**config.mk**
```make
export PLATFORM = sky130hd
export DESIGN_NAME = zmachine_alu_branch_execute_unit_flat
export DESIGN_NICKNAME = d
export VERILOG_FILES = /design/src/design/zmabe_pkg.sv /design/src/design/zmabe_in_if.sv /design/src/design/zmabe_out_if.sv /design/src/design/zmabe_decode.sv /design/src/design/zmabe_div.sv /design/src/design/zmabe_finish.sv /design/src/design/zmachine_alu_branch_execute_unit.sv /design/src/flat_wrapper.sv
export SDC_FILE = /design/constraint.sdc
export NUM_CORES = 2
export LEC_CHECK = 0
export BUFFER_PORTS_ARGS = -buffer_cell sky130_fd_sc_hd__buf_2
export CAP_MARGIN = 20
export CORE_ASPECT_RATIO = 1.2
export CORE_UTILIZATION = 55
export DETAILED_ROUTE_END_ITERATION = 12
export GPL_TIMING_DRIVEN = 0
export MAX_ROUTING_LAYER = met4
export PLACE_DENSITY_LB_ADDON = 0.15
export SLEW_MARGIN = 0
export SYNTH_ARGS = -nofsm -noshare
export SYNTH_HDL_FRONTEND = slang
export SYNTH_HIERARCHICAL = 1
export SYNTH_SLANG_ARGS = --single-unit
```
**constraint.sdc**
```tcl
create_clock -name clk -period 98.4 [get_ports clk]
set_clock_uncertainty 0.1 [all_clocks]
set_input_delay 19.68 -clock clk [delete_from_list [all_inputs] [get_ports clk]]
set_output_delay 19.68 -clock clk [all_outputs]
set_load 0.01 [all_outputs]
```
**src/design/zmabe_pkg.sv**
```systemverilog
// Package: shared types, codes and constants for the Z-machine ALU/branch execute unit.
`default_nettype none
package zmabe_pkg;

  localparam int WORD_W      = 16;
  localparam int DISP_W      = 14;
  localparam int LEN_W       = 6;
  localparam int DIV_STAGES  = WORD_W;  // one quotient bit per stage

  // Instruction forms
  typedef enum logic [1:0] {
    KIND_2OP = 2'd0,
    KIND_1OP = 2'd1,
    KIND_0OP = 2'd2
  } kind_t;

  // Status codes
  typedef enum logic [1:0] {
    STATUS_OK          = 2'd0,
    STATUS_DIV_ZERO    = 2'd1,
    STATUS_NOT_HANDLED = 2'd2
  } status_t;

  // 2OP opcodes
  localparam logic [4:0] OP2_JE   = 5'd1;
  localparam logic [4:0] OP2_JL   = 5'd2;
  localparam logic [4:0] OP2_JG   = 5'd3;
  localparam logic [4:0] OP2_TEST = 5'd7;
  localparam logic [4:0] OP2_OR   = 5'd8;
  localparam logic [4:0] OP2_AND  = 5'd9;
  localparam logic [4:0] OP2_ADD  = 5'd20;
  localparam logic [4:0] OP2_SUB  = 5'd21;
  localparam logic [4:0] OP2_MUL  = 5'd22;
  localparam logic [4:0] OP2_DIV  = 5'd23;
  localparam logic [4:0] OP2_MOD  = 5'd24;

  // 1OP opcodes
  localparam logic [4:0] OP1_JZ   = 5'd0;
  localparam logic [4:0] OP1_RET  = 5'd11;
  localparam logic [4:0] OP1_JUMP = 5'd12;
  localparam logic [4:0] OP1_NOT  = 5'd15;

  // 0OP opcodes
  localparam logic [4:0] OP0_RTRUE  = 5'd0;
  localparam logic [4:0] OP0_RFALSE = 5'd1;

  // Branch offset bias and the two offsets that mean "return"
  localparam logic [WORD_W-1:0] BRANCH_BIAS = 16'd2;
  localparam logic [DISP_W-1:0] DISP_RFALSE = 14'd0;
  localparam logic [DISP_W-1:0] DISP_RTRUE  = 14'd1;

  // Result fields and divide fix-up flags that travel with a request
  typedef struct packed {
    logic [WORD_W-1:0] next_pc;
    logic              store_valid;
    logic [WORD_W-1:0] store_value;
    logic              return_valid;
    logic [WORD_W-1:0] return_value;
    status_t           status;
    logic              is_div;
    logic              is_mod;
    logic              q_neg;
    logic              r_neg;
  } ctl_t;

  // Divider working state: partial remainder, dividend/quotient shift word, divisor
  typedef struct packed {
    logic [WORD_W-1:0] rem;
    logic [WORD_W-1:0] nq;
    logic [WORD_W-1:0] dvs;
  } div_state_t;

  // One restoring division step on magnitudes
  function automatic div_state_t div_step(div_state_t s);
    logic [WORD_W:0] trial;
    logic [WORD_W:0] diff;
    logic            ge;
    div_state_t      r;
    trial = {s.rem, s.nq[WORD_W-1]};
    diff  = trial - {1'b0, s.dvs};
    ge    = (trial >= {1'b0, s.dvs});
    r.rem = ge ? diff[WORD_W-1:0] : trial[WORD_W-1:0];
    r.nq  = {s.nq[WORD_W-2:0], ge};
    r.dvs = s.dvs;
    return r;
  endfunction

endpackage
`default_nettype wire

```
**src/design/zmabe_in_if.sv**
```systemverilog
// Interface: decoded instruction request channel.
`default_nettype none
interface zmabe_in_if;
  import zmabe_pkg::*;
  logic                     valid;
  logic                     ready;
  logic [1:0]               kind;
  logic [4:0]               opcode;
  logic [2:0]               arg_count;
  logic [WORD_W-1:0]        op_a;
  logic [WORD_W-1:0]        op_b;
  logic [WORD_W-1:0]        op_c;
  logic [WORD_W-1:0]        op_d;
  logic                     branch_sense;
  logic signed [DISP_W-1:0] branch_disp;
  logic [WORD_W-1:0]        instr_address;
  logic [LEN_W-1:0]         instr_bytes;

  modport source (
    output valid, kind, opcode, arg_count, op_a, op_b, op_c, op_d,
           branch_sense, branch_disp, instr_address, instr_bytes,
    input  ready
  );
  modport sink (
    input  valid, kind, opcode, arg_count, op_a, op_b, op_c, op_d,
           branch_sense, branch_disp, instr_address, instr_bytes,
    output ready
  );
endinterface
`default_nettype wire

```
**src/design/zmabe_out_if.sv**
```systemverilog
// Interface: execute result channel.
`default_nettype none
interface zmabe_out_if;
  import zmabe_pkg::*;
  logic              valid;
  logic              ready;
  logic [WORD_W-1:0] next_pc;
  logic              store_valid;
  logic [WORD_W-1:0] store_value;
  logic              return_valid;
  logic [WORD_W-1:0] return_value;
  logic [1:0]        status;

  modport source (
    output valid, next_pc, store_valid, store_value, return_valid, return_value, status,
    input  ready
  );
  modport sink (
    input  valid, next_pc, store_valid, store_value, return_valid, return_value, status,
    output ready
  );
endinterface
`default_nettype wire

```
**src/design/zmabe_decode.sv**
```systemverilog
// Decode stage: condition, branch target, simple ALU results and divider setup.
`default_nettype none
module zmabe_decode
  import zmabe_pkg::*;
(
  input  wire logic   clk,
  input  wire logic   rst,
  input  wire logic   adv,
  zmabe_in_if.sink    instr,
  output logic        valid,
  output ctl_t        ctl,
  output div_state_t  dstate
);

  logic [WORD_W-1:0]   a, b, c, d;
  logic [WORD_W-1:0]   fall;
  logic [WORD_W-1:0]   br_target;
  logic [WORD_W-1:0]   jump_target;
  logic [2*WORD_W-1:0] product;
  logic                is_branch;
  logic                cond;
  logic                take;
  ctl_t                ctl_next;
  div_state_t          dstate_next;

  // No request is taken while reset is held
  assign instr.ready = adv && !rst;

  assign a = instr.op_a;
  assign b = instr.op_b;
  assign c = instr.op_c;
  assign d = instr.op_d;

  // Program counter candidates
  assign fall        = instr.instr_address + {{(WORD_W-LEN_W){1'b0}}, instr.instr_bytes};
  assign br_target   = fall + {{(WORD_W-DISP_W){instr.branch_disp[DISP_W-1]}},
                               instr.branch_disp} - BRANCH_BIAS;
  assign jump_target = fall + a - BRANCH_BIAS;
  assign product     = a * b;

  // Opcode decode and condition evaluation
  always_comb begin
    ctl_next              = '0;
    ctl_next.next_pc      = fall;
    ctl_next.status       = STATUS_OK;
    is_branch             = 1'b0;
    cond                  = 1'b0;
    dstate_next.rem       = '0;
    dstate_next.nq        = a[WORD_W-1] ? (~a + 1'b1) : a;
    dstate_next.dvs       = b[WORD_W-1] ? (~b + 1'b1) : b;

    case (instr.kind)
      KIND_2OP: begin
        case (instr.opcode)
          OP2_JE: begin
            is_branch = 1'b1;
            cond = (instr.arg_count >= 3'd2 && a == b) ||
                   (instr.arg_count >= 3'd3 && a == c) ||
                   (instr.arg_count >= 3'd4 && a == d);
          end
          OP2_JL: begin
            is_branch = 1'b1;
            cond = $signed(a) < $signed(b);
          end
          OP2_JG: begin
            is_branch = 1'b1;
            cond = $signed(a) > $signed(b);
          end
          OP2_TEST: begin
            is_branch = 1'b1;
            cond = (a & b) == b;
          end
          OP2_OR: begin
            ctl_next.store_valid = 1'b1;
            ctl_next.store_value = a | b;
          end
          OP2_AND: begin
            ctl_next.store_valid = 1'b1;
            ctl_next.store_value = a & b;
          end
          OP2_ADD: begin
            ctl_next.store_valid = 1'b1;
            ctl_next.store_value = a + b;
          end
          OP2_SUB: begin
            ctl_next.store_valid = 1'b1;
            ctl_next.store_value = a - b;
          end
          OP2_MUL: begin
            ctl_next.store_valid = 1'b1;
            ctl_next.store_value = product[WORD_W-1:0];
          end
          OP2_DIV, OP2_MOD: begin
            if (b == '0) begin
              ctl_next.status = STATUS_DIV_ZERO;
            end else begin
              ctl_next.store_valid = 1'b1;
              ctl_next.is_div      = (instr.opcode == OP2_DIV);
              ctl_next.is_mod      = (instr.opcode == OP2_MOD);
              ctl_next.q_neg       = a[WORD_W-1] ^ b[WORD_W-1];
              ctl_next.r_neg       = a[WORD_W-1];
            end
          end
          default: ctl_next.status = STATUS_NOT_HANDLED;
        endcase
      end
      KIND_1OP: begin
        case (instr.opcode)
          OP1_JZ: begin
            is_branch = 1'b1;
            cond = (a == '0);
          end
          OP1_RET: begin
            ctl_next.return_valid = 1'b1;
            ctl_next.return_value = a;
          end
          OP1_JUMP: ctl_next.next_pc = jump_target;
          OP1_NOT: begin
            ctl_next.store_valid = 1'b1;
            ctl_next.store_value = ~a;
          end
          default: ctl_next.status = STATUS_NOT_HANDLED;
        endcase
      end
      KIND_0OP: begin
        case (instr.opcode)
          OP0_RTRUE: begin
            ctl_next.return_valid = 1'b1;
            ctl_next.return_value = {{(WORD_W-1){1'b0}}, 1'b1};
          end
          OP0_RFALSE: begin
            ctl_next.return_valid = 1'b1;
            ctl_next.return_value = '0;
          end
          default: ctl_next.status = STATUS_NOT_HANDLED;
        endcase
      end
      default: ctl_next.status = STATUS_NOT_HANDLED;
    endcase

    // Taken branch: return true/false for the two special offsets, else jump
    take = is_branch && (cond == instr.branch_sense);
    if (take) begin
      if (instr.branch_disp == DISP_RFALSE || instr.branch_disp == DISP_RTRUE) begin
        ctl_next.return_valid = 1'b1;
        ctl_next.return_value = {{(WORD_W-1){1'b0}}, instr.branch_disp[0]};
      end else begin
        ctl_next.next_pc = br_target;
      end
    end
  end

  // Stage register
  always_ff @(posedge clk) begin
    if (rst) begin
      valid <= 1'b0;
    end else if (adv) begin
      valid <= instr.valid;
    end
  end

  always_ff @(posedge clk) begin
    if (adv) begin
      ctl    <= ctl_next;
      dstate <= dstate_next;
    end
  end

endmodule
`default_nettype wire

```
**src/design/zmabe_div.sv**
```systemverilog
// Divider pipeline: one restoring step per stage, result fields ride alongside.
`default_nettype none
module zmabe_div
  import zmabe_pkg::*;
(
  input  wire logic        clk,
  input  wire logic        rst,
  input  wire logic        adv,
  input  wire logic        in_valid,
  input  wire ctl_t        in_ctl,
  input  wire div_state_t  in_dstate,
  output logic             out_valid,
  output ctl_t             out_ctl,
  output div_state_t       out_dstate
);

  logic       stg_valid  [DIV_STAGES];
  ctl_t       stg_ctl    [DIV_STAGES];
  div_state_t stg_dstate [DIV_STAGES];

  // Valid bits
  always_ff @(posedge clk) begin
    if (rst) begin
      for (int k = 0; k < DIV_STAGES; k++) begin
        stg_valid[k] <= 1'b0;
      end
    end else if (adv) begin
      stg_valid[0] <= in_valid;
      for (int k = 1; k < DIV_STAGES; k++) begin
        stg_valid[k] <= stg_valid[k-1];
      end
    end
  end

  // Payload and division steps
  always_ff @(posedge clk) begin
    if (adv) begin
      stg_ctl[0]    <= in_ctl;
      stg_dstate[0] <= div_step(in_dstate);
      for (int k = 1; k < DIV_STAGES; k++) begin
        stg_ctl[k]    <= stg_ctl[k-1];
        stg_dstate[k] <= div_step(stg_dstate[k-1]);
      end
    end
  end

  assign out_valid  = stg_valid[DIV_STAGES-1];
  assign out_ctl    = stg_ctl[DIV_STAGES-1];
  assign out_dstate = stg_dstate[DIV_STAGES-1];

endmodule
`default_nettype wire

```
**src/design/zmabe_finish.sv**
```systemverilog
// Output stage: sign fix-up of quotient/remainder, store mux and output register.
`default_nettype none
module zmabe_finish
  import zmabe_pkg::*;
(
  input  wire logic        clk,
  input  wire logic        rst,
  output logic             adv,
  input  wire logic        in_valid,
  input  wire ctl_t        in_ctl,
  input  wire div_state_t  in_dstate,
  zmabe_out_if.source      result
);

  logic [WORD_W-1:0] quot;
  logic [WORD_W-1:0] remd;
  logic [WORD_W-1:0] store_value_next;

  // Whole pipe moves when the output register is empty or being taken
  assign adv = !result.valid || result.ready;

  assign quot = in_ctl.q_neg ? (~in_dstate.nq + 1'b1) : in_dstate.nq;
  assign remd = in_ctl.r_neg ? (~in_dstate.rem + 1'b1) : in_dstate.rem;

  always_comb begin
    if (in_ctl.is_div) begin
      store_value_next = quot;
    end else if (in_ctl.is_mod) begin
      store_value_next = remd;
    end else begin
      store_value_next = in_ctl.store_value;
    end
  end

  // Output register
  always_ff @(posedge clk) begin
    if (rst) begin
      result.valid <= 1'b0;
    end else if (adv) begin
      result.valid <= in_valid;
    end
  end

  always_ff @(posedge clk) begin
    if (adv) begin
      result.next_pc      <= in_ctl.next_pc;
      result.store_valid  <= in_ctl.store_valid;
      result.store_value  <= store_value_next;
      result.return_valid <= in_ctl.return_valid;
      result.return_value <= in_ctl.return_value;
      result.status       <= in_ctl.status;
    end
  end

endmodule
`default_nettype wire

```
**src/design/zmachine_alu_branch_execute_unit.sv**
```systemverilog
// Z-machine v3 ALU/branch execute unit: top level.
// Path: the decode register loads when a request is accepted, then come 16 divider
//   step stages and the output register.
// Throughput: one request per cycle while not stalled; the divider takes one quotient bit per stage.
// Stall: the whole pipe holds while the output register is full and not taken.
// Reset (rst, synchronous): clears all stage valid bits; no request taken during reset.
`default_nettype none
module zmachine_alu_branch_execute_unit
  import zmabe_pkg::*;
(
  input  wire logic   clk,
  input  wire logic   rst,
  zmabe_in_if.sink    instr,
  zmabe_out_if.source result
);

  logic       adv;
  logic       dec_valid;
  ctl_t       dec_ctl;
  div_state_t dec_dstate;
  logic       div_valid;
  ctl_t       div_ctl;
  div_state_t div_dstate;

  zmabe_decode u_decode (
    .clk    (clk),
    .rst    (rst),
    .adv    (adv),
    .instr  (instr),
    .valid  (dec_valid),
    .ctl    (dec_ctl),
    .dstate (dec_dstate)
  );

  zmabe_div u_div (
    .clk        (clk),
    .rst        (rst),
    .adv        (adv),
    .in_valid   (dec_valid),
    .in_ctl     (dec_ctl),
    .in_dstate  (dec_dstate),
    .out_valid  (div_valid),
    .out_ctl    (div_ctl),
    .out_dstate (div_dstate)
  );

  zmabe_finish u_finish (
    .clk       (clk),
    .rst       (rst),
    .adv       (adv),
    .in_valid  (div_valid),
    .in_ctl    (div_ctl),
    .in_dstate (div_dstate),
    .result    (result)
  );

endmodule
`default_nettype wire
```
**src/flat_wrapper.sv**
```systemverilog
// flat-port wrapper written by rule: the top's interface ports become plain ports
module zmachine_alu_branch_execute_unit_flat import zmabe_pkg::*;
  (clk, rst, instr_valid, instr_kind, instr_opcode, instr_arg_count, instr_op_a, instr_op_b, instr_op_c, instr_op_d, instr_branch_sense, instr_branch_disp, instr_instr_address, instr_instr_bytes, instr_ready, result_valid, result_next_pc, result_store_valid, result_store_value, result_return_valid, result_return_value, result_status, result_ready);
  zmabe_in_if instr_i ();
  zmabe_out_if result_i ();
  input  wire logic clk;
  input  wire logic rst;
  input wire logic [$bits(instr_i.valid)-1:0] instr_valid;
  input wire logic [$bits(instr_i.kind)-1:0] instr_kind;
  input wire logic [$bits(instr_i.opcode)-1:0] instr_opcode;
  input wire logic [$bits(instr_i.arg_count)-1:0] instr_arg_count;
  input wire logic [$bits(instr_i.op_a)-1:0] instr_op_a;
  input wire logic [$bits(instr_i.op_b)-1:0] instr_op_b;
  input wire logic [$bits(instr_i.op_c)-1:0] instr_op_c;
  input wire logic [$bits(instr_i.op_d)-1:0] instr_op_d;
  input wire logic [$bits(instr_i.branch_sense)-1:0] instr_branch_sense;
  input wire logic [$bits(instr_i.branch_disp)-1:0] instr_branch_disp;
  input wire logic [$bits(instr_i.instr_address)-1:0] instr_instr_address;
  input wire logic [$bits(instr_i.instr_bytes)-1:0] instr_instr_bytes;
  output wire logic [$bits(instr_i.ready)-1:0] instr_ready;
  output wire logic [$bits(result_i.valid)-1:0] result_valid;
  output wire logic [$bits(result_i.next_pc)-1:0] result_next_pc;
  output wire logic [$bits(result_i.store_valid)-1:0] result_store_valid;
  output wire logic [$bits(result_i.store_value)-1:0] result_store_value;
  output wire logic [$bits(result_i.return_valid)-1:0] result_return_valid;
  output wire logic [$bits(result_i.return_value)-1:0] result_return_value;
  output wire logic [$bits(result_i.status)-1:0] result_status;
  input wire logic [$bits(result_i.ready)-1:0] result_ready;
  assign instr_i.valid = instr_valid;
  assign instr_i.kind = instr_kind;
  assign instr_i.opcode = instr_opcode;
  assign instr_i.arg_count = instr_arg_count;
  assign instr_i.op_a = instr_op_a;
  assign instr_i.op_b = instr_op_b;
  assign instr_i.op_c = instr_op_c;
  assign instr_i.op_d = instr_op_d;
  assign instr_i.branch_sense = instr_branch_sense;
  assign instr_i.branch_disp = instr_branch_disp;
  assign instr_i.instr_address = instr_instr_address;
  assign instr_i.instr_bytes = instr_instr_bytes;
  assign instr_ready = instr_i.ready;
  assign result_valid = result_i.valid;
  assign result_next_pc = result_i.next_pc;
  assign result_store_valid = result_i.store_valid;
  assign result_store_value = result_i.store_value;
  assign result_return_valid = result_i.return_valid;
  assign result_return_value = result_i.return_value;
  assign result_status = result_i.status;
  assign result_i.ready = result_ready;
  zmachine_alu_branch_execute_unit u_core (.clk(clk), .rst(rst), .instr(instr_i), .result(result_i));
endmodule
```
# Word level (Yosys, flattened, before mapping)
# Memories as Yosys holds them, arrays and structs flattened. A register that Yosys moved wholly into a read port is not among the register bits.
# Cells that the tools add are included.
[word_totals]
reg_bits = 141
in_bits = 115
n_memories = 3
romBits = 0
latch_bits = 0
mem_bits_rw = 1680
[mem_list]
columns = ["memory", "words", "width", "read_ports", "rd_ports_with_merged_regs", "write_ports", "line", "text"]
rows = [
  ["u_core.u_div.stg_ctl", 16, 56, 16, 0, 16, "zmabe_div.sv:18", "ctl_t stg_ctl [DIV_STAGES];"],
  ["u_core.u_div.stg_dstate", 16, 48, 16, 0, 16, "zmabe_div.sv:19", "div_state_t stg_dstate [DIV_STAGES];"],
  ["u_core.u_div.stg_valid", 16, 1, 16, 1, 16, "zmabe_div.sv:17", "logic stg_valid [DIV_STAGES];"],
]
[classes]
reduce_logical = 23
shift = 0
div = 0
n_eq_ne = 22
n_mux = 69
magnitude_cmp = 21
n_mul = 1
addsub = 27
bitwise = 25
[op_table]
columns = ["operator", "n"]
rows = [
  ["$mux 16", 24],
  ["$sub 16x16->16", 16],
  ["$ge 17x16->1", 15],
  ["$pmux 17 s2", 3],
  ["$pmux 16 s5", 1],
  ["$mux 17", 4],
  ["$add 16x1->16 const B", 4],
  ["$eq 16x16->1", 4],
  ["$not 16->16", 4],
  ["$add 16x16->16", 3],
  ["$logic_not 16->1", 2],
  ["$sub 16x2->16 const B", 2],
  ["$mux 15", 2],
  ["$mux 1", 27],
  ["$eq 5x4->1 const B", 5],
  ["$eq 5x5->1 const B", 5],
  ["$add 16x6->16", 1],
  ["$and 16x16->16", 1],
  ["$ge 1x16->1", 1],
  ["$gt 16x16->1", 1],
  ["$lt 16x16->1", 1],
  ["$mul 16x16->16", 1],
  ["$or 1x1->1", 16],
  ["$or 16x16->16", 1],
  ["other kinds (28)", 44],
]

# Longest topological paths before layout
[depth]
word_depth = 9
mapped_depth = 23

# By module
# Netlist, hierarchy kept.
[by_module_without_submodules]
columns = ["mod", "area_per_inst_um2", "cells_per_inst", "instances", "seq_area_each_um2"]
rows = [
  ["zmabe_div", 67686.2, 4197, 1, 50448.4],
  ["zmabe_decode", 13380.3, 1560, 1, 2662.6],
  ["zmabe_finish", 2610.0, 208, 1, 1581.5],
]

# Least setup slack after synthesis
# No wires, ideal clock.
[synth_timing]
path_type = "input port to output port"
start = "input port result_ready"
end = "output port instr_ready"
arrival_time_ps = 64887
slack_ps = 13733
t_required_ps = 78620
path_stages = 2
cell_sequence = "nand2b_1 -> nor2b_1"
[synth_between]
elab_chain_cells = 2
[synth_rtl]
columns = ["item", "line", "text"]
rows = [
  ["start, declared", "flat_wrapper.sv:28", "input wire logic [$bits(result_i.ready)-1:0] result_ready;"],
  ["$logic_or 1x1->1", "zmabe_finish.sv:20", "assign adv = !result.valid || result.ready;"],
  ["$logic_and 1x1->1", "zmabe_decode.sv:27", "assign instr.ready = adv && !rst;"],
  ["end, declared", "flat_wrapper.sv:20", "output wire logic [$bits(instr_i.ready)-1:0] instr_ready;"],
]
# No other way between the ends.

# Final worst setup path
[layout_timing]
start = "input port result_ready"
end = "output port instr_ready"
[layout_between]
elab_chain_cells = 2
[layout_rtl]
columns = ["item", "line", "text"]
rows = [
  ["$logic_or 1x1->1", "zmabe_finish.sv:20", ""],
  ["net u_core.adv", "zmachine_alu_branch_execute_unit.sv:17", "logic adv;"],
  ["$logic_and 1x1->1", "zmabe_decode.sv:27", ""],
]
# The timed path passes the listed nets, and every way through them passes these cells.

==> metrics.md <==
| Metric | Value |
|---|---|
| Status | `completed` |
| Worst r2r path cells | `10` |
| Required @ worst endpoint | `78,620 ps` |
| Worst Path Max Fanout | `53` |
| Hold Crit Depth | `0` |
| Terminus of the critical flop-to-flop path | `u_core/u_div/stg_dstate[0][380]$_DFFE_PP_` |
| Met1 track utilization from global routing | `0.265` |
| Total power | `2.68 mW` |
| Sequential power share | `0.408` |
| Final period demand of the worst path | `40,510 ps` |
| Internal | `1.80 mW` |
| Worst-case hold path end point | `u_core/u_div/stg_dstate[1][162]$_DFFE_PP_` |
| Final cell utilization of the core | `0.623` |
| Total number of H-tree levels | `4` |
| Most frequent standard cell in the layout excluding fill and tap cells | `sky130_fd_sc_hd__edfxtp_1` |
| CTS root buf | `sky130_fd_sc_hd__clkbuf_16` |
| Deepest clock path buffer count | `3` |
| Clock slew at reported path FFs | `60 ps` |
| Hold-fix buffers at CTS | `0` |
| Row count | `155` |
| Fraction of layout cells with a size suffix above 1 | `0.121` |
| Avg Cell Area, Syn | `14.0 um2` |
| Routability-driven placement congestion ratio | `0.933` |
| Antenna violations before repair | `1` |
| Setup ws final | `57,890 ps` |
| Reg2Reg Launch Point | `u_core/u_div/stg_dstate[0][291]$_DFFE_PP_` |
| Arr. time, crit path | `20,730 ps` |
| Clock buffer count from CTS | `169` |
| Clock share of power | `0.246` |
| Number of violations of the max-capacitance limit | `0` |
| Switching part of the total | `0.326` |
| First-pass GRT wire length | `262 mm` |
| Final count of hold timing violations | `0` |
| Initial DRT Pass Iterations | `7` |
| Estimated wirelength of the detail-placed design | `127 mm` |
| Core region area | `149,000 um2` |
| Die area | `153,000 um2` |
| Met2 track demand over resource in global routing | `0.413` |
| Number of buffers inserted to repair setup after CTS | `0` |
| Class of the tightest hold or removal check | `flip-flop to flip-flop` |
| M3 GR Usage | `0.0300` |
| Final-report max-slew violation count | `0` |
| Setup WS pre-CTS | `57,850 ps` |
| Final Setup Violations | `0` |
| Total clock sinks | `1,806` |
| Worst max-slew margin expressed relative to the limit | `0.214` |
| Routed length per instance | `20.4 um` |
| Commonest cells after routing, fill and taps aside | `sky130_fd_sc_hd__edfxtp_1 (1,804), sky130_fd_sc_hd__inv_1 (559), sky130_fd_sc_hd__ha_1 (442)` |
| Number of instances in the synthesized netlist | `5,933` |
| Area growth from synthesis to final layout | `12.0%` |
| Mapped cell area | `83,100 um2` |
| Combinational Power Share | `0.346` |
| Slew at the pin with the worst max-slew slack | `1180 ps` |
| Number of nets in the final layout | `6,979` |
| Die outline width | `357 um` |
| Start-to-end type of the worst setup path | `input port to output port` |
| Final wirelength | `172 mm` |
| Buffers added on ports | `167` |
| Worst hold start | `u_core/u_div/stg_dstate[1][113]$_DFFE_PP_` |
| First-iteration detailed-routing DRC count | `3,114` |
| Starting density of the core | `0.556` |
| Switching power total | `871 uW` |
| P_leak | `38.1 nW` |
| Number of primary I/O pins | `169` |
| Pin count of the biggest net entering global routing | `78` |
| Count of vias placed by the detailed router | `46,600` |
| Total congestion overflow | `0` |
| Antenna violation net count after detailed routing | `0` |
| Fill count | `11,300` |
| Power density cells | `28.8 nW/um2` |
| Global routing usage summed across all routing layers | `0.234` |
| Startpoint Class | `input port` |
| Clk_lat worst skew | `810 ps` |
| DRC Markers | `0` |
| Total negative slack for setup checks | `0 ps` |
| Number of cells upsized or downsized after cts | `0` |
| CTS tree | `yes` |
| Drt via density | `5.53` |
| Number of global-route vias before repair | `46,300` |
| Die height | `428 um` |
| Maximum achievable frequency | `0.0247 GHz` |
| Tcrit/Tclk final | `0.412` |
| FF-to-FF setup slack | `94,820 ps` |
| Total number of yosys warnings | `6` |
| Global route hottest layer | `met2` |
| Capturing element type of the critical path | `output port` |
| Worst voltage drop across the vdd grid | `0.0179 mV` |
| Setup repair after global routing missed its margin | `no` |
==> per-stage QoR <==
step	hold WS (ps)	cells	instance area, um2
after floorplan	300	5948	83100
after global placement	300	8077	86400
after detailed placement	305	8112	87300
after CTS	306	8424	93000
after global routing	312	8426	93000
final	301	8426	93000
==> registers in the layout (all words and copies together), names as in the netlist <==
register                             flops
u_core/u_finish/result.valid             1
u_core/u_finish/result.return_value     16
u_core/u_finish/result.return_valid      1
u_core/u_div/stg_ctl                   896
u_core/u_finish/result.store_valid       1
u_core/u_div/stg_dstate                752
u_core/u_div/stg_valid                  16
u_core/u_finish/result.status            2
u_core/u_decode/ctl                     56
u_core/u_finish/result.store_value      16
u_core/u_decode/dstate                  32
u_core/u_decode/valid                    1
u_core/u_finish/result.next_pc          16
==> final cells by class <==
type	instances	area, um2	share of cell area
Antenna cell	1	2.50	0.0000269
Tap cell	1962	2450	0.0264
Timing Repair Buffer	203	1710	0.0184
Multi-Input combinational cell	3338	25400	0.273
Buffer	233	1400	0.0151
Sequential cell	1806	54200	0.583
Clock buffer	195	4350	0.0467
Inverter	571	2140	0.0230
Clock inverter	117	1390	0.0149
==> power groups by stage <==
stage	Clock, mW	Sequential [mW]	Combinational (mW)
final	0.658	1.09	0.926
after global routing	0.706	1.10	1.02
after CTS	0.678	1.10	0.925
after detailed placement	0	1.11	0.918
after global placement	0	1.11	0.906
after floorplan	0	1.07	0.698
==> critical path, cell delays in order <==
cell,delay [ps]
sky130_fd_sc_hd__buf_2,80
sky130_fd_sc_hd__nand2b_4,360
sky130_fd_sc_hd__buf_16,310
sky130_fd_sc_hd__nor2b_1,160
sky130_fd_sc_hd__buf_2,130
==> routing by layer <==
metal / wire length (um) / vias up
met3: 6460 / 363
li1: - / 22600
met5: 0 / -
met2: 90100 / 1051
met1: 68000 / 22600
met4: 7640 / 0
==> worst max path at each step <==
stage	start	end	depth (start not counted)
finish	result_ready	instr_ready	5
global placement	result_ready	instr_ready	4
global route	result_ready	instr_ready	5
CTS	result_ready	instr_ready	5
floorplan	result_ready	instr_ready	2
detailed placement	result_ready	instr_ready	5
(Power assumes the default switching activity.)
